## config.mk

```make
export PLATFORM = sky130hd
export DESIGN_NAME = tcprtt_front_flat
export DESIGN_NICKNAME = d
export VERILOG_FILES = /design/src/sv/tcprtt_pkg.sv /design/src/sv/tcprtt_if.sv /design/src/sv/tcprtt_front.sv /design/src/flat_wrapper.sv
export SDC_FILE = /design/constraint.sdc
export NUM_CORES = 1
export LEC_CHECK = 0
export BUFFER_PORTS_ARGS = -buffer_cell sky130_fd_sc_hd__buf_4
export CAP_MARGIN = 10
export CORE_UTILIZATION = 46
export DETAILED_ROUTE_END_ITERATION = 10
export PLACE_DENSITY_LB_ADDON = 0.3
export SLEW_MARGIN = 20
export SYNTH_ARGS = -nofsm -noshare
export SYNTH_HDL_FRONTEND = slang
export SYNTH_SLANG_ARGS = --single-unit
```

## constraint.sdc

```tcl
create_clock -name i_clk -period 9.9 [get_ports i_clk]
set_clock_uncertainty 0.2 [all_clocks]
set_input_delay 0.99 -clock i_clk [delete_from_list [all_inputs] [get_ports i_clk]]
set_output_delay 0.99 -clock i_clk [all_outputs]
set_load 0.05 [all_outputs]
```

## src/sv/tcprtt_pkg.sv

```systemverilog
package tcprtt_pkg;

    localparam int TimeW = 48;
    localparam int SeqW  = 32;
    localparam int RttW  = 32;
    localparam int LenW  = 16;
    localparam int EvW   = 3;
    localparam int PendW = 8;

    localparam logic [EvW-1:0] EV_NONE    = 3'd0;
    localparam logic [EvW-1:0] EV_SYN     = 3'd1;
    localparam logic [EvW-1:0] EV_CONN    = 3'd2;
    localparam logic [EvW-1:0] EV_TRACKED = 3'd3;
    localparam logic [EvW-1:0] EV_DATA    = 3'd4;
    localparam logic [EvW-1:0] EV_FULL    = 3'd5;

    typedef enum logic [2:0] {
        OP_NONE,
        OP_SYN,
        OP_SYNACK,
        OP_DATA,
        OP_ACK
    } t_op;

    typedef struct packed {
        t_op              op;
        logic [TimeW-1:0] time_us;
        logic [SeqW-1:0]  key;
    } t_cmd;

    typedef struct packed {
        logic [SeqW-1:0]  seq;
        logic [TimeW-1:0] ts;
    } t_entry;

    function automatic logic [RttW-1:0] f_elapsed(input logic [TimeW-1:0] now,
                                                   input logic [TimeW-1:0] then_us);
        logic [TimeW-1:0] d;
        d = (now >= then_us) ? now - then_us : '0;
        return (d > TimeW'({RttW{1'b1}})) ? {RttW{1'b1}} : d[RttW-1:0];
    endfunction

endpackage

```

## src/sv/tcprtt_if.sv

```systemverilog
interface tcprtt_seg_if
    import tcprtt_pkg::*;
();
    logic             valid;
    logic             ready;
    logic [TimeW-1:0] time_us;
    logic             syn_flag;
    logic             ack_flag;
    logic [SeqW-1:0]  seq_number;
    logic [SeqW-1:0]  ack_number;
    logic [LenW-1:0]  payload_len;

    modport source (output valid, time_us, syn_flag, ack_flag, seq_number, ack_number,
                    payload_len, input ready);
    modport sink (input valid, time_us, syn_flag, ack_flag, seq_number, ack_number,
                  payload_len, output ready);
endinterface


```

## src/sv/tcprtt_front.sv

```systemverilog
module tcprtt_front
    import tcprtt_pkg::*;
(
    input  logic         i_clk,
    input  logic         i_rst_n,
    tcprtt_seg_if.sink   i_seg,
    output logic         o_cmd_valid,
    output t_cmd         o_cmd,
    input  logic         i_cmd_pop
);

    t_cmd       r_q [2];
    logic       r_wp;
    logic       r_rp;
    logic [1:0] r_cnt;
    t_cmd       w_cmd;
    logic       w_push;

    always_comb begin
        w_cmd.time_us = i_seg.time_us;
        w_cmd.key     = i_seg.seq_number;
        if (i_seg.syn_flag && !i_seg.ack_flag) begin
            w_cmd.op = OP_SYN;
        end else if (i_seg.syn_flag) begin
            w_cmd.op = OP_SYNACK;
        end else if (i_seg.ack_flag) begin
            w_cmd.op  = OP_ACK;
            w_cmd.key = i_seg.ack_number;
        end else if (i_seg.payload_len != '0) begin
            w_cmd.op = OP_DATA;
        end else begin
            w_cmd.op = OP_NONE;
        end
    end

    assign i_seg.ready = (r_cnt != 2'd2);
    assign w_push      = i_seg.valid && i_seg.ready;
    assign o_cmd_valid = (r_cnt != 2'd0);
    assign o_cmd       = r_q[r_rp];

    always_ff @(posedge i_clk) begin
        if (!i_rst_n) begin
            r_wp  <= 1'b0;
            r_rp  <= 1'b0;
            r_cnt <= 2'd0;
        end else begin
            if (w_push) begin
                r_q[r_wp] <= w_cmd;
                r_wp      <= ~r_wp;
            end
            if (i_cmd_pop) begin
                r_rp <= ~r_rp;
            end
            r_cnt <= r_cnt + 2'(w_push) - 2'(i_cmd_pop);
        end
    end

endmodule

```

## src/flat_wrapper.sv

```systemverilog
// flat-port wrapper written by rule: the top's interface ports become plain ports
module tcprtt_front_flat import tcprtt_pkg::*;
  (i_clk, i_rst_n, o_cmd_valid, o_cmd, i_cmd_pop, i_seg_valid, i_seg_time_us, i_seg_syn_flag, i_seg_ack_flag, i_seg_seq_number, i_seg_ack_number, i_seg_payload_len, i_seg_ready);
  tcprtt_seg_if i_seg_i ();
  input  logic i_clk;
  input  logic i_rst_n;
  output logic o_cmd_valid;
  output t_cmd o_cmd;
  input  logic i_cmd_pop;
  input wire logic [$bits(i_seg_i.valid)-1:0] i_seg_valid;
  input wire logic [$bits(i_seg_i.time_us)-1:0] i_seg_time_us;
  input wire logic [$bits(i_seg_i.syn_flag)-1:0] i_seg_syn_flag;
  input wire logic [$bits(i_seg_i.ack_flag)-1:0] i_seg_ack_flag;
  input wire logic [$bits(i_seg_i.seq_number)-1:0] i_seg_seq_number;
  input wire logic [$bits(i_seg_i.ack_number)-1:0] i_seg_ack_number;
  input wire logic [$bits(i_seg_i.payload_len)-1:0] i_seg_payload_len;
  output wire logic [$bits(i_seg_i.ready)-1:0] i_seg_ready;
  assign i_seg_i.valid = i_seg_valid;
  assign i_seg_i.time_us = i_seg_time_us;
  assign i_seg_i.syn_flag = i_seg_syn_flag;
  assign i_seg_i.ack_flag = i_seg_ack_flag;
  assign i_seg_i.seq_number = i_seg_seq_number;
  assign i_seg_i.ack_number = i_seg_ack_number;
  assign i_seg_i.payload_len = i_seg_payload_len;
  assign i_seg_ready = i_seg_i.ready;
  tcprtt_front u_core (.i_clk(i_clk), .i_rst_n(i_rst_n), .i_seg(i_seg_i), .o_cmd_valid(o_cmd_valid), .o_cmd(o_cmd), .i_cmd_pop(i_cmd_pop));
endmodule
```

After elaboration in Yosys (flattened, before gate mapping)
Memories as Yosys holds them, arrays and structs flattened. A register that Yosys moved wholly into a read port is not among the register bits.
Index checks and enable logic that the tools add are counted.
{"block": "classes", "eq_ne": 1, "n_mux": 12, "reduce_logical": 5, "n_addsub": 2, "bitwise": 2}
{"operator": "$mux 32", "count": 3}
{"operator": "$reduce_bool 16->1", "count": 1}
{"operator": "$mux 3", "count": 3}
{"operator": "$mux 1", "count": 5}
{"operator": "$add 2x1->2", "count": 1}
{"operator": "$logic_and 1x1->1", "count": 2}
{"operator": "$mux 2", "count": 1}
{"operator": "$ne 2x2->1 const B", "count": 1}
{"operator": "$not 1->1", "count": 2}
{"operator": "$reduce_bool 2->1", "count": 1}
{"operator": "$sub 2x1->2", "count": 1}
{"operator": "$logic_not 1->1", "count": 1}
{"block": "word_totals", "regBits": 4, "inputBits": 134, "word_cells": 26, "out_inout_bits": 85, "ramBits": 166, "n_memories": 1}
{"name": "u_core.r_q", "words": 2, "word_bits": 83, "rd": 1, "rd_ports_with_merged_regs": 1, "wr": 1, "line": "tcprtt_front.sv:12", "text": "t_cmd r_q [2];"}

Logic depth before layout (Yosys ltp)
Gate-level depths: netlist of the first run.
{"block": "logic_depth", "ltp_word": 5, "ltp_mapped": 7, "depth_no_buf": 7}

Worst setup path after synthesis of the first run
Ideal clock, no wire load.
{"block": "synth_timing", "path_type": "input to register", "startpoint": "input port i_rst_n", "endpoint": "memory u_core.r_q[0][0] (netlist name), enable pin", "stages": 2, "n_path_buf": 0, "t_required_ps": 8971, "arrival_ps": 8974, "path_slack_ps": -2, "setup_ps": 729, "path_cell_list": "inv_1 > nor4_1"}
{"block": "synth_between", "elab_chain_len": 2}
{"item": "start: declaration", "line": "flat_wrapper.sv:6", "text": "input logic i_rst_n;"}
{"item": "$mux 1", "line": "tcprtt_front.sv:42", "text": "if (!i_rst_n) begin"}
{"item": "$mux 1 (implied by the code)", "line": "tcprtt_front.sv:48", "text": "r_q[r_wp] <= w_cmd;"}
{"item": "end: declaration", "line": "tcprtt_front.sv:12"}
Every way passes these cells.

==> results of run 1 <==
sequential cells by signal (all words and copies together) (netlist names), named ones only:
register and count:
u_core.r_q 166, u_core.r_cnt 2, u_core.r_rp 1, u_core.r_wp 1
through the flow:
stage                     cell area [sq um]  power, W  hold slack (ns)
after global routing                   9190   0.00202            0.393
after global placement                 8610   0.00134            0.319
after floorplan                        6830   0.00121            0.278
final                                  9190   0.00195            0.352
after CTS                              9160   0.00197            0.359
after detailed placement               8610   0.00135            0.340
kinds of logic after synthesis:
group	Yosys count	share of synthesized area
DFF	171	0.745
muxes	115	0.206
buffers and inverters	19	0.0229
and+or+nand+nor	18	0.0161
AOI/OAI and AO/OA	4	0.00293
xor gates and xnor gates	3	0.00385
adders and majority gates	2	0.00367
worst register-to-register path: stages, from the launching register on:
cell	delay, ns
dfxtp_1	0.33
nor2b_1	0.20
nor4_4	0.50
buf_4	0.88
how the worst min path moves through the flow:
stage	endpoint	slack, ns	cells after the start
2_1_floorplan	u_core.r_wp	0.28	2
3_3_place_gp	u_core.r_wp	0.32	2
3_5_place_dp	u_core.r_rp	0.34	2
4_1_cts	flop	0.36	2
5_1_grt	flop	0.39	2
6_report	flop	0.35	2
layout make-up:
type,count,area (sq um),area share
clock buffers,18,429,0.0467
clock inverters,14,124,0.0135
inverters,6,22.5,0.00245
multi-input cells,142,1610,0.175
flip-flops and latches,171,5090,0.554
well taps,184,230,0.0251
repair buffers,222,1690,0.184
per-layer routing:
metal	vias up	global-route usage
li1	1758	-
met1	1812	0.203
met2	179	0.264
met3	17	0.0636
met4	0	0.0723
met5	-	0
power groups by stage:
stage	logic [W]	registers (W)	clock network, W
floorplan	0.000309	0.000897	0
global placement	0.000435	0.000906	0
detailed placement	0.000440	0.000910	0
CTS	0.000441	0.000895	0.000630
global route	0.000469	0.000893	0.000656
finish	0.000446	0.000886	0.000613
cells in the final DEF, fill, tap and decap left out:
cell type / Yosys / routed
a21oi_1: 2 / 2
and2_1: 1 / 1
and3_4: 0 / 1
and4_1: 1 / 1
buf_16: 0 / 1
buf_4: 7 / 221
bufinv_16: 0 / 1
clkbuf_1: 0 / 1
clkbuf_16: 0 / 17
clkinv_1: 0 / 2
clkinv_2: 0 / 2
clkinv_4: 0 / 3
clkinvlp_4: 0 / 4
dfxtp_1: 5 / 4
dfxtp_4: 0 / 1
edfxtp_1: 166 / 166
ha_1: 2 / 2
inv_1: 6 / 6
inv_6: 0 / 1
inv_8: 0 / 1
mux2_2: 86 / 86
mux2_4: 29 / 29
nand2_1: 1 / 1
nor2_1: 4 / 4
nor2b_1: 1 / 1
nor2b_4: 1 / 1
nor4_1: 5 / 4
nor4_4: 0 / 1
o21ai_0: 2 / 2
or2_2: 2 / 2
or3_1: 1 / 1
xnor2_1: 2 / 2
xor2_1: 1 / 1
==> results.ini, run 1 <==
[detailed_routing]
dr.pass1.iters = 4
drcViolationCount = 0
vias = 3766
drt-met1-wl_um = 5210
wl_met2_um = 6280
avgRoutedWirePerCell_um = 16.9
top_layer_used = met4
finalWirelength_um = 12800
met3WireLength_um = 1140
antenna_left = 0
drt_iter0_markers = 255
vias_per_cell = 4.97

[logic_synthesis]
synth.most_common_cell = edfxtp_1
synth_warnings = 0
syn-cell-area_sq_um = 6830
synth_cell_types = 24
yosysSeqAreaShare = 0.745
ys.flop_type = edfxtp_1
synth_fp_nets = 468
ys_ff_latch = 171
synth_edf_count = 166
yosys.area.top_type_share = 0.730
synth_top_cell_by_area = edfxtp_1
async_reset_ff_frac = 0
synth_area_leaders = edfxtp_1 73%, mux2_2 14%, mux2_4 6.4%
syn_area_per_cell_sq_um = 20.6
netlist_instances = 332
synthTopCellsByCount = 166 x edfxtp_1, 86 x mux2_2, 29 x mux2_4

[pwr]
seq_power_share = 0.456
p_comb_frac = 0.229
leakage_nw = 3.53
p_sw_frac = 0.292
p_per_area_nw_per_um2 = 212
power.switching_w = 0.000568
power.share.clock = 0.315
p_int_w = 0.00138
ir_drop_mv = 0.124

[critical_path]
path_depth = 3
crit_family = flip-flops
cpPeakStageDelay_ns = 0.68
path_max_fanout = 48
worstPathRequired_ns = 8.71
r2r-end = u_core.r_q[0][20]
worst_r2r_startpoint = u_core.r_cnt[1]
crit_chain = buf_16, mux2_2, buf_4
cp_slowest_cell = dfxtp_4
cp-endpoint = o_cmd[64]
start_kind = flop
worst_ep_arrival_time_ns = 2.04
critical_path_buf_inv_count = 2
critical_path_class = flop to output pin
r2r_cells = 3
cp-end-kind = output pin
rrSetupSlack_ns = 7.35

[timing]
tns_ns = 0
setup_ws_ns = 6.67
slew_viol_final = 0
fmax_mhz = 310
finalSetupViolations = 0
slew-limit-headroom = 0.335
hold_viol_final = 0
worst_pin_slew_ns = 0.998
period_share = 0.326
rsz0062_at_grt = false
finalCriticalPeriod_ns = 3.23

[finish]
diodes = 0
stdcell_count = 757
fillers = 1052
area_delta_synth_final_pct = 34.6
finalNetCount = 696
final_util = 0.632
drive_gt1_frac = 0.649

[global_routing]
grt_usage = 0.167
grt_pass1_vias = 3666
grt_max_degree = 84
grt_antenna_before_repair = 0
grt_first_pass_wirelength_um = 18300
grt.overflow.total = 0

[clocking]
root_buffer = clkbuf_16
clock_latency_ns = 0.42
postCtsSetupBuffers = 0
clkSinkCount = 171
numCtsBuffers = 17
hold_buffers = 0
h-tree-depth = 4
cts_resized = 0
clk_pin_slew_worst_paths_ns = 0.07
cts_buffer_depth = 2
cts_tree = done

[floorplan]
die_width_um = 124
dieHeight_um = 124
dieArea_sq_um = 15300
core.rowCount = 44
start_util = 0.470
io_pins = 219
core_sq_um = 14500

[placement]
dp_cells = 724
place_ws_ns = 6.55
hpwl_um = 8620
port_buffers = 218
place_congestion = 0.770

[flow_run]
drv_cap = 0

[status]
status = finished, final reports clean

[hold_path]
hp-class = flop to flop
hp-start = u_core.r_rp

No activity file was read; power rests on OpenSTA's default activity.
==> inputs of run 2 (changes only) <==
Settings changed: CORE_UTILIZATION 46 to 51.
Clock period 9.9 ns to 3.2 ns, I/O delays scaled along.
==> results.ini, run 2 (synthesis results as in run 1) <==
[finish]
largest_registers = u_core.r_q: 166 flops, u_core.r_cnt: 2 flops
final_util = 0.779
drive_gt1_frac = 0.586
finalNetCount = 770
area_delta_synth_final_pct = 46.4
stdcell_area_sq_um = 9990
top_register = u_core.r_q
stdcell_count = 819
largest_reg_flops = 166
diodes = 0
final_cell_mix = 224 x buf_4, 166 x edfxtp_1, 86 x mux2_2
fillers = 726
final_common_cell = buf_4

[hold_path]
hp-class = primary input to flop
whs_endpoint = u_core.r_q[1][14]
hp-start = i_seg_ack_number[14]
hold_depth = 2

[floorplan]
start_util = 0.532
core.rowCount = 41
die_width_um = 118
dieHeight_um = 118
core_sq_um = 12800
dieArea_sq_um = 13900
io_pins = 219

[detailed_routing]
avgRoutedWirePerCell_um = 17.3
vias = 4064
finalWirelength_um = 14100
drt_iter0_markers = 229
drcViolationCount = 0
antenna_left = 0
dr.pass1.iters = 4
vias_per_cell = 4.96

[pwr]
p_per_area_nw_per_um2 = 639
leakage_nw = 3.90
power.share.clock = 0.338
p_sw_frac = 0.274
totalPowerFinal_w = 0.00638
ir_drop_mv = 0.443
p_comb_frac = 0.233
p_int_w = 0.00463
power.switching_w = 0.00175
seq_power_share = 0.429

[clocking]
clkSinkCount = 171
hold_buffers = 67
clock_latency_ns = 0.42
clk_pin_slew_worst_paths_ns = 0.06
postCtsSetupBuffers = 0
root_buffer = clkbuf_16
h-tree-depth = 4
cts_resized = 0
cts_buffer_depth = 2
numCtsBuffers = 17
cts_tree = done

[placement]
dp_cells = 717
port_buffers = 218
placedInstanceArea_sq_um = 8660
hpwl_um = 9030
place_congestion = 0.735

[timing]
period_share = 0.822
finalSetupViolations = 0
slew-limit-headroom = 0.486
fmax_mhz = 380
slew_viol_final = 0
finalCriticalPeriod_ns = 2.63
hold_viol_final = 0
rsz0062_at_grt = false
tns_ns = 0
worst_pin_slew_ns = 0.771

[global_routing]
grt_max_degree = 58
grt_first_pass_wirelength_um = 21800
grt_pass1_vias = 4320
grt.overflow.total = 0
grt_antenna_before_repair = 0
grt_usage = 0.211

[status]
status = finished, final reports clean

[critical_path]
critical_path_class = primary input to flop
cp_slowest_cell = dlygate4sd3_1
worstPathRequired_ns = 3.16
cp-end-kind = flop
rrSetupSlack_ns = 1.13
path_max_fanout = 13
r2r_cells = 4
r2r-end = u_core.r_q[1][80]
crit_chain = dlygate4sd3_1, buf_4, nor2b_4, buf_4, mux2_4, dlygate4sd3_1
worst_ep_arrival_time_ns = 2.59
cpPeakStageDelay_ns = 0.58
worst_r2r_startpoint = u_core.r_cnt[1]
start_kind = primary input

[flow_run]
drv_cap = 0

## run 2: changes by cell type in the layout (fill, tap and decap cells not counted), sizes merged
cell and change:
buf +4, bufinv +4, clkbuf -1, clkinv +2, clkinvlp -3, dlygate4sd3 +70, inv -2
## run 2: per-stage QoR
step / setup slack (ns) / hold WS (ns)
after floorplan: -0.537 / 0.219
after global placement: 1.18 / 0.298
after detailed placement: 1.12 / 0.308
after CTS: 0.577 / 0.000268
after global routing: 0.553 / 0.00000805
final: 0.571 / 0.0168
## run 2: layout make-up
type | instances | area [sq um] | area share
Clock buffer | 17 | 425 | 0.0426
Timing Repair Buffer | 296 | 2420 | 0.242
Multi-Input combinational cell | 142 | 1610 | 0.161
Tap cell | 172 | 215 | 0.0215
Clock inverter | 15 | 204 | 0.0204
Inverter | 6 | 22.5 | 0.00225
Sequential cell | 171 | 5090 | 0.509
## run 2: power by group through the flow
stage	Combinational (W)	Clock (W)	Sequential, W
finish	0.00148	0.00216	0.00274
global route	0.00155	0.00229	0.00275
CTS	0.00149	0.00219	0.00274
detailed placement	0.00141	0	0.00278
global placement	0.00139	0	0.00277
floorplan	0.000963	0	0.00277
## run 2: routing by layer
layer  GRT usage  vias to the layer above  part of all wire
met3      0.0596                       23             0.067
met4      0.0881                        0             0.018
met5           0                        -                 0
li1            -                     1905                 -
met1       0.237                     1966              0.39
met2       0.375                      170              0.53
## run 2: worst max path at each step
stage	startpoint	end	slack [ns]	cells past startpoint
floorplan	i_rst_n	u_core.r_q[0][0]	-0.54	2
global placement	flop	o_cmd[1]	1.18	3
detailed placement	u_core.r_cnt[1]	u_core.r_q[1][2]	1.12	4
CTS	i_seg_ack_flag	u_core.r_q[0][24]	0.58	6
global route	i_seg_ack_flag	u_core.r_q[0][24]	0.55	6
finish	i_seg_ack_flag	u_core.r_q[1][29]	0.57	6
## run 2: critical path: cells and delay by family
family	cells	cell delay [ns]
buf+inv	4	1.56
simple gates	1	0.37
mux	1	0.33
